--- src/lodd_pkg.sv ---
// shared types and codes for the lock order deadlock detector
// no dependencies
package lodd_pkg;

    localparam int ID_W    = 5;
    localparam int NUM_IDS = 32;

    typedef enum logic [2:0] {
        ST_OK             = 3'd0,
        ST_DEADLOCK       = 3'd1,
        ST_MULTI_UNLOCK   = 3'd2,
        ST_INVALID_UNLOCK = 3'd3,
        ST_OVERFLOW       = 3'd4,
        ST_HALTED         = 3'd5
    } t_status;

    typedef enum logic {
        OP_ACQUIRE = 1'b0,
        OP_RELEASE = 1'b1
    } t_op;

endpackage

--- src/lock_order_deadlock_detector.sv ---
// lock order deadlock detector: held stack, lock order matrix and iterative
// depth-first cycle search with at most one row read per cycle
// depends on lodd_pkg
//
// Each transfer on start/busy produces exactly one status on o_valid, one cycle
// long, which the receiver must take. A halted or rejected event and a release are
// answered from the idle state, an acquire that adds no edge from S_FIN. An acquire
// that adds a new edge runs a depth-first search over the order matrix, one matrix
// row read per step through a single read port. A release that leaves locks held
// stays busy through S_LDTOP and S_SETTOP after its status. After any error the
// block answers every event with halted until reset. No clearing pass is needed
// after reset.
module lock_order_deadlock_detector #(
    parameter int NUM_LOCKS   = 32,
    parameter int STACK_DEPTH = 16
) (
    input  logic                      i_clk,
    input  logic                      i_rst_n,
    input  logic                      start,
    output logic                      busy,
    input  logic                      i_operation,
    input  logic [lodd_pkg::ID_W-1:0] i_lock_id,
    output logic                      o_valid,
    output lodd_pkg::t_status         o_status,
    output logic [lodd_pkg::ID_W-1:0] o_cycle_from,
    output logic [lodd_pkg::ID_W-1:0] o_cycle_to
);
    import lodd_pkg::*;

    localparam int LW  = $clog2(NUM_LOCKS);
    localparam int SPW = $clog2(NUM_LOCKS + 1);
    localparam int HIW = $clog2(STACK_DEPTH);
    localparam int HCW = $clog2(STACK_DEPTH + 1);

    typedef enum logic [2:0] {
        S_IDLE, S_ACHK, S_ROOT, S_SCAN, S_POP, S_FIN, S_LDTOP, S_SETTOP
    } t_state;

    t_state              r_state;
    logic                r_halted;
    logic [HCW-1:0]      r_count;
    logic [LW-1:0]       r_top;
    logic [LW-1:0]       r_id;
    logic [LW-1:0]       r_here;
    logic [SPW-1:0]      r_sp;
    logic [NUM_LOCKS-1:0] r_visited;
    logic [NUM_LOCKS-1:0] r_finished;
    logic [NUM_LOCKS-1:0] r_rvld;
    logic                r_valid;
    t_status             r_status;
    logic [ID_W-1:0]     r_from;
    logic [ID_W-1:0]     r_to;

    logic [NUM_LOCKS-1:0] r_mat [NUM_LOCKS];
    logic [NUM_LOCKS-1:0] r_rowq;
    logic                 r_rowv;
    logic [LW-1:0]        r_held [STACK_DEPTH];
    logic [LW-1:0]        r_heldq;
    logic [LW-1:0]        r_sstk [NUM_LOCKS];
    logic [LW-1:0]        r_sstkq;

    logic [LW-1:0] w_idmod [NUM_IDS];
    logic [LW-1:0] id_m;

    logic                 mat_rd_en, mat_wr_en;
    logic [LW-1:0]        mat_rd_addr;
    logic [NUM_LOCKS-1:0] mat_wr_data;
    logic                 held_wr_en, held_rd_en;
    logic [HIW-1:0]       held_rd_addr;
    logic                 sstk_wr_en, sstk_rd_en;
    logic [LW-1:0]        sstk_rd_addr;

    logic [NUM_LOCKS-1:0] row_eff;
    logic [NUM_LOCKS-1:0] id_hot;
    logic [NUM_LOCKS-1:0] cand;
    logic                 root_found, cand_found;
    logic [LW-1:0]        root_idx, cand_idx;
    logic [SPW-1:0]       sp_m1;
    logic [HCW-1:0]       cnt_m1;

    function automatic logic [LW:0] f_low(input logic [NUM_LOCKS-1:0] v);
        logic [LW:0] res;
        res = '0;
        for (int i = NUM_LOCKS - 1; i >= 0; i--) begin
            if (v[i]) begin
                res = {1'b1, LW'(i)};
            end
        end
        return res;
    endfunction

    // lock id reduced modulo the number of locks
    for (genvar gi = 0; gi < NUM_IDS; gi++) begin : g_idmod
        assign w_idmod[gi] = LW'(gi % NUM_LOCKS);
    end

    assign id_m    = w_idmod[i_lock_id];
    assign busy    = (r_state != S_IDLE);
    assign row_eff = r_rowv ? r_rowq : '0;
    assign id_hot  = {{(NUM_LOCKS-1){1'b0}}, 1'b1} << r_id;
    assign cand    = row_eff & ~r_finished;
    assign sp_m1   = r_sp - SPW'(1);
    assign cnt_m1  = r_count - HCW'(1);
    assign {root_found, root_idx} = f_low(~r_visited);
    assign {cand_found, cand_idx} = f_low(cand);

    assign o_valid      = r_valid;
    assign o_status     = r_status;
    assign o_cycle_from = r_from;
    assign o_cycle_to   = r_to;

    always_comb begin
        mat_rd_en    = 1'b0;
        mat_rd_addr  = r_here;
        mat_wr_en    = 1'b0;
        mat_wr_data  = row_eff | id_hot;
        held_wr_en   = 1'b0;
        held_rd_en   = 1'b0;
        held_rd_addr = cnt_m1[HIW-1:0];
        sstk_wr_en   = 1'b0;
        sstk_rd_en   = 1'b0;
        sstk_rd_addr = sp_m1[LW-1:0];
        case (r_state)
            S_IDLE: begin
                mat_rd_en   = start;
                mat_rd_addr = r_top;
            end
            S_ACHK: begin
                mat_wr_en = ~|(row_eff & id_hot);
            end
            S_ROOT: begin
                mat_rd_en   = root_found;
                mat_rd_addr = root_idx;
            end
            S_SCAN: begin
                if (!cand_found) begin
                    sstk_rd_en = (r_sp != '0);
                end else if (!r_visited[cand_idx]) begin
                    sstk_wr_en  = 1'b1;
                    mat_rd_en   = 1'b1;
                    mat_rd_addr = cand_idx;
                end
            end
            S_POP: begin
                mat_rd_en   = 1'b1;
                mat_rd_addr = r_sstkq;
            end
            S_FIN: begin
                held_wr_en = (r_count != HCW'(STACK_DEPTH));
            end
            S_LDTOP: begin
                held_rd_en = 1'b1;
            end
            default: begin
            end
        endcase
    end

    always_ff @(posedge i_clk) begin
        if (mat_wr_en) begin
            r_mat[r_top] <= mat_wr_data;
        end
        if (mat_rd_en) begin
            r_rowq <= r_mat[mat_rd_addr];
            r_rowv <= r_rvld[mat_rd_addr];
        end
        if (held_wr_en) begin
            r_held[r_count[HIW-1:0]] <= r_id;
        end
        if (held_rd_en) begin
            r_heldq <= r_held[held_rd_addr];
        end
        if (sstk_wr_en) begin
            r_sstk[r_sp[LW-1:0]] <= r_here;
        end
        if (sstk_rd_en) begin
            r_sstkq <= r_sstk[sstk_rd_addr];
        end
    end

    always_ff @(posedge i_clk) begin
        if (!i_rst_n) begin
            r_state    <= S_IDLE;
            r_halted   <= 1'b0;
            r_count    <= '0;
            r_sp       <= '0;
            r_visited  <= '0;
            r_finished <= '0;
            r_rvld     <= '0;
            r_valid    <= 1'b0;
            r_status   <= ST_OK;
            r_from     <= '0;
            r_to       <= '0;
        end else begin
            r_valid <= 1'b0;
            r_from  <= '0;
            r_to    <= '0;
            case (r_state)
                S_IDLE: begin
                    if (start) begin
                        r_id <= id_m;
                        if (r_halted) begin
                            r_valid  <= 1'b1;
                            r_status <= ST_HALTED;
                        end else if (i_operation == OP_ACQUIRE) begin
                            if (r_count == '0 || r_top == id_m) begin
                                r_state <= S_FIN;
                            end else begin
                                r_state <= S_ACHK;
                            end
                        end else if (r_count == '0) begin
                            r_valid  <= 1'b1;
                            r_status <= ST_MULTI_UNLOCK;
                            r_halted <= 1'b1;
                        end else if (r_top != id_m) begin
                            r_valid  <= 1'b1;
                            r_status <= ST_INVALID_UNLOCK;
                            r_halted <= 1'b1;
                        end else begin
                            r_valid  <= 1'b1;
                            r_status <= ST_OK;
                            r_count  <= cnt_m1;
                            if (r_count != HCW'(1)) begin
                                r_state <= S_LDTOP;
                            end
                        end
                    end
                end
                S_ACHK: begin
                    if (|(row_eff & id_hot)) begin
                        r_state <= S_FIN;
                    end else begin
                        r_rvld[r_top] <= 1'b1;
                        r_visited     <= '0;
                        r_finished    <= '0;
                        r_sp          <= '0;
                        r_state       <= S_ROOT;
                    end
                end
                S_ROOT: begin
                    if (root_found) begin
                        r_visited[root_idx] <= 1'b1;
                        r_here              <= root_idx;
                        r_state             <= S_SCAN;
                    end else begin
                        r_state <= S_FIN;
                    end
                end
                S_SCAN: begin
                    if (!cand_found) begin
                        r_finished[r_here] <= 1'b1;
                        if (r_sp == '0) begin
                            r_state <= S_ROOT;
                        end else begin
                            r_sp    <= sp_m1;
                            r_state <= S_POP;
                        end
                    end else if (r_visited[cand_idx]) begin
                        // back edge to a node still on the search path
                        r_valid  <= 1'b1;
                        r_status <= ST_DEADLOCK;
                        r_from   <= ID_W'(r_here);
                        r_to     <= ID_W'(cand_idx);
                        r_halted <= 1'b1;
                        r_state  <= S_IDLE;
                    end else begin
                        r_visited[cand_idx] <= 1'b1;
                        r_sp                <= r_sp + SPW'(1);
                        r_here              <= cand_idx;
                    end
                end
                S_POP: begin
                    r_here  <= r_sstkq;
                    r_state <= S_SCAN;
                end
                S_FIN: begin
                    r_valid <= 1'b1;
                    r_state <= S_IDLE;
                    if (r_count == HCW'(STACK_DEPTH)) begin
                        r_status <= ST_OVERFLOW;
                        r_halted <= 1'b1;
                    end else begin
                        r_status <= ST_OK;
                        r_count  <= r_count + HCW'(1);
                        r_top    <= r_id;
                    end
                end
                S_LDTOP: begin
                    r_state <= S_SETTOP;
                end
                S_SETTOP: begin
                    r_top   <= r_heldq;
                    r_state <= S_IDLE;
                end
                default: begin
                    r_state <= S_IDLE;
                end
            endcase
        end
    end

`ifndef SYNTH
    a_halt_sticky: assert property (@(posedge i_clk) disable iff (!i_rst_n)
        r_halted |=> r_halted)
        else $error("halted flag cleared without reset");

    a_cycle_zero: assert property (@(posedge i_clk) disable iff (!i_rst_n)
        (o_valid && o_status != ST_DEADLOCK) |-> (o_cycle_from == '0 && o_cycle_to == '0))
        else $error("cycle fields set on a non-deadlock status");

    a_count_bound: assert property (@(posedge i_clk) disable iff (!i_rst_n)
        r_count <= HCW'(STACK_DEPTH))
        else $error("held count beyond stack depth");

    a_accept_resp: assert property (@(posedge i_clk) disable iff (!i_rst_n)
        (start && !busy) |=> (o_valid || busy))
        else $error("accepted event neither answered nor in progress");
`endif

endmodule

--- config.mk ---
export PLATFORM = sky130hd
export DESIGN_NAME = lock_order_deadlock_detector
export DESIGN_NICKNAME = d
export VERILOG_FILES = /design/src/lodd_pkg.sv /design/src/lock_order_deadlock_detector.sv
export SDC_FILE = /design/constraint.sdc
export NUM_CORES = 2
export LEC_CHECK = 0
export ABC_AREA = 1
export BUFFER_PORTS_ARGS = -buffer_cell sky130_fd_sc_hd__buf_4
export CAP_MARGIN = 30
export CORE_ASPECT_RATIO = 1.25
export CORE_UTILIZATION = 35
export CTS_BUF_LIST = sky130_fd_sc_hd__clkbuf_4
export DETAILED_ROUTE_END_ITERATION = 6
export PLACE_DENSITY_LB_ADDON = 0.08
export SLEW_MARGIN = 25
export SYNTH_ARGS = -nofsm -noshare
export SYNTH_HDL_FRONTEND = slang
export SYNTH_SLANG_ARGS = --single-unit
--- constraint.sdc ---
create_clock -name i_clk -period 5.4 [get_ports i_clk]
set_clock_uncertainty 0.1 [all_clocks]
set_input_delay 0.27 -clock i_clk [delete_from_list [all_inputs] [get_ports i_clk]]
set_output_delay 0.27 -clock i_clk [all_outputs]
set_load 0.01 [all_outputs]
==> flow_metrics.py <==
metrics = {
    "detailed_routing": {
        "route.detailed.vias_per_inst": 5.155,
        "drt_iter0_drc": 4183,
        "ant_nets": 0,
        "routedWlPerCell_um": 24.03,
        "routed_wl_um": 227100,
        "vias": 48720,
        "dr.pass1.iters": 6,
        "drc": 0,
    },
    "synth": {
        "synth_nets": 6255,
        "synth_area_leaders": "edfxtp_1 (62%), nand3_1 (9.3%), nand2_1 (8.0%)",
        "seq_area_frac_synth_pct": 65.87,
        "synth_top_cell_by_area": "edfxtp_1",
        "synth_seq_cells": 1447,
        "async_reset_ff_share_pct": 0,
        "yosysTopAreaCellShare_pct": 61.97,
        "synthCells": 6237,
        "yosysWarningCount": 0,
        "avgSynthCellArea_um2": 10.27,
        "synth-edff-count": 1322,
        "synth_cell_types": 50,
        "syn_area_mm2": 0.06406,
        "synth_commonest_cells": "nand2_1 (1,357), edfxtp_1 (1,322), nand3_1 (1,194)",
        "synthMostInstantiatedCell": "nand2_1",
        "ys.flop_type": "edfxtp_1",
    },
    "place": {
        "place_hpwl_um": 131900,
        "port_buffers": 23,
        "place_congestion": 0.9216,
        "dpl-instance-area_mm2": 0.07104,
        "place_inst": 8705,
        "dp_slack_ns": -0.009623,
    },
    "sta": {
        "worstMarginPinSlew_ns": 0.8999,
        "max_slew_margin_pct": 40.01,
        "layout_worst_path_cycle_share_pct": 97.17,
        "final_max_slew_viol_count": 0,
        "rsz0062_at_grt": "true",
        "fmax_mhz": 190.6,
        "finalSetupViolCount": 0,
        "finalSetupTns_ns": 0,
        "min_period_ns": 5.247,
        "hold_viol": 0,
        "worst_slack_ns": 0.1528,
    },
    "global_route": {
        "grt_overflow_total": 0,
        "grt_pass1_vias": 47790,
        "grt_pass1_wl_um": 324000,
        "grt_usage_pct": 23.93,
        "antenna_found_initial": 4,
        "grt_max_degree": 89,
    },
    "setup_path": {
        "reg2reg_depth": 53,
        "path_max_fanout": 15,
        "reg2reg_from": "r_rowv$_DFFE_PP_",
        "startpoint": "r_rowv$_DFFE_PP_",
        "crit_top_cell": "nand2_1",
        "timing.rr.end": "r_rowq[30]$_DFFE_PP_",
        "end_kind": "flip-flop",
        "cp.arrival_ns": 6.26,
        "start_kind": "flip-flop",
        "crit_type": "flip-flop to flip-flop",
        "r2r_slack_ns": 0.15,
        "slowest_stage": "edfxtp_1",
        "crit_required_ns": 6.42,
        "critPathMaxStageDelay_ns": 0.46,
    },
    "worst_hold_path": {
        "holdPathStages": 8,
        "hold_path.startpoint": "i_lock_id[1]",
        "hold_path.class": "input pin to flip-flop",
        "holdPathEnd": "o_status[0]$_SDFFE_PN0P_",
    },
    "die": {
        "start_util_pct": 35.21,
        "fp.dieW_um": 384.7,
        "rows": 175,
        "coreArea_mm2": 0.1820,
        "dieArea_mm2": 0.1848,
        "die_y_um": 480.3,
        "io_pins": 24,
    },
    "finish": {
        "stdcell_count": 9451,
        "synthToLayoutAreaGrowth_pct": 21.39,
        "fin_area_mm2": 0.07776,
        "multi_input_comb_area_mm2": 0.01805,
        "fillers": 17680,
        "final_nets": 6810,
        "seqCellArea_mm2": 0.04220,
        "drive_above_1_share_pct": 18.00,
    },
    "clock_tree": {
        "clock_sinks": 1447,
        "htree_levels": 5,
        "clk_pin_slew_ns": 0.07,
        "clkLatencyLatePin_ns": 1.39,
        "cts_tree": "built",
        "root_buffer": "clkbuf_4",
        "numCtsBuffers": 394,
        "clock_path_buffers": 4,
    },
    "job": {
        "drv_cap": 0,
    },
    "status": {
        "outcome": "completed",
    },
}
==> cells by family after synthesis <==
| kind of cell | share of synthesized area [%] |
|---|---|
| adders and majority gates | 0.1758 |
| muxes | 0.3437 |
| and+or+nand+nor | 22.59 |
| buffers and inverters | 7.062 |
| AOI/OAI and AO/OA | 3.779 |
| DFF | 65.87 |
| xor gates and xnor gates | 0.1777 |
==> worst max path at each step <==
stage | end | slack (ns) | cells past startpoint
after global routing | r_rowv$_DFFE_PP_ | -0.41 | 58
after CTS | r_rowq[31]$_DFFE_PP_ | 0.004 | 53
after floorplan | r_mat[23][0]$_DFFE_PP_ | -0.02 | 48
after global placement | r_rowq[31]$_DFFE_PP_ | -0.15 | 53
after detailed placement | r_rowq[31]$_DFFE_PP_ | -0.01 | 53
final | r_rowq[30]$_DFFE_PP_ | 0.15 | 53
==> layer usage <==
metal,GRT usage [%],part of all wire [%],vias up
met5,0,0,-
met4,7.668,2.7,0
met3,3.883,5.9,359
met2,39.40,48,1705
met1,32.09,44,24010
li1,-,-,22650
==> worst max-delay path: cells and delay by family (launching register included) <==
family | cells | cell delay (ns)
buf+inv | 7 | 1.11
compound gates | 1 | 0.05
simple gates | 45 | 3.28
flops | 1 | 0.46
==> placed cells by master, fill, tap and decap left out, types with 6 or more instances in the layout <==
master and instances:
clkinv_1 59, buf_16 22, nor3_1 27, dfxtp_1 124, o32ai_1 40, dlygate4sd3_1 19, a31oi_1 10, nand3_1 1149
clkbuf_4 586, inv_1 726, nor4_1 8, o211ai_1 27, nand2_2 44, buf_8 12, buf_4 265, o21a_1 18
o21ai_0 108, o22ai_1 41, mux2i_1 22, nor2_1 433, edfxtp_1 1322, nand2_1 1310, ha_1 8, a21oi_1 95
clkinv_2 7, nor2_4 34, nand4_1 13, nand3_2 45, buf_6 38, diode_2 11, xor2_1 8, inv_2 12
buf_12 142, o221ai_1 27, nand3b_1 165, nand2_4 6, clkbuf_16 27
==> final cells by class <==
cell class / count / area share [%]
sequential: 1447 / 54.27
antenna: 11 / 0.03540
timing repair buffer: 526 / 8.904
tap: 2389 / 3.844
multi-input combinational: 3680 / 23.21
clock buffer: 586 / 5.657
clock inverter: 69 / 0.4521
inverter: 743 / 3.628
==> sequential cells by signal, indices dropped and copies added (netlist names), 3 cells and up <==
signal        cells
r_visited        32
r_held           80
o_cycle_from      5
r_finished       32
r_rowq           32
r_top             5
o_cycle_to        5
r_state           3
r_mat          1024
r_sp              6
r_sstk          160
r_id              5
r_heldq           5
r_rvld           32
r_count           5
r_sstkq           5
o_status          3
r_here            5
==> metrics by stage <==
| stage | hold slack [ns] | util (%) |
|---|---|---|
| detailed placement | 0.3529 | 39.04 |
| global placement | 0.3434 | 38.95 |
| global route | 0.05785 | 42.74 |
| CTS | 0.01136 | 41.81 |
| finish | 0.1464 | 42.74 |
| floorplan | 0.2689 | - |
==> what timing repair did <==
item,CTS,global route
pin swaps,0,44
setup buffers,2,16
endpoints found under the setup margin,2,1267
hold endpoints to repair,178,0
resized for setup,3,161
hold buffers,21,0
gates cloned,1,38
Power is not shown: default switching activity piles up to over one toggle a cycle in this logic, so the estimate is an artifact.
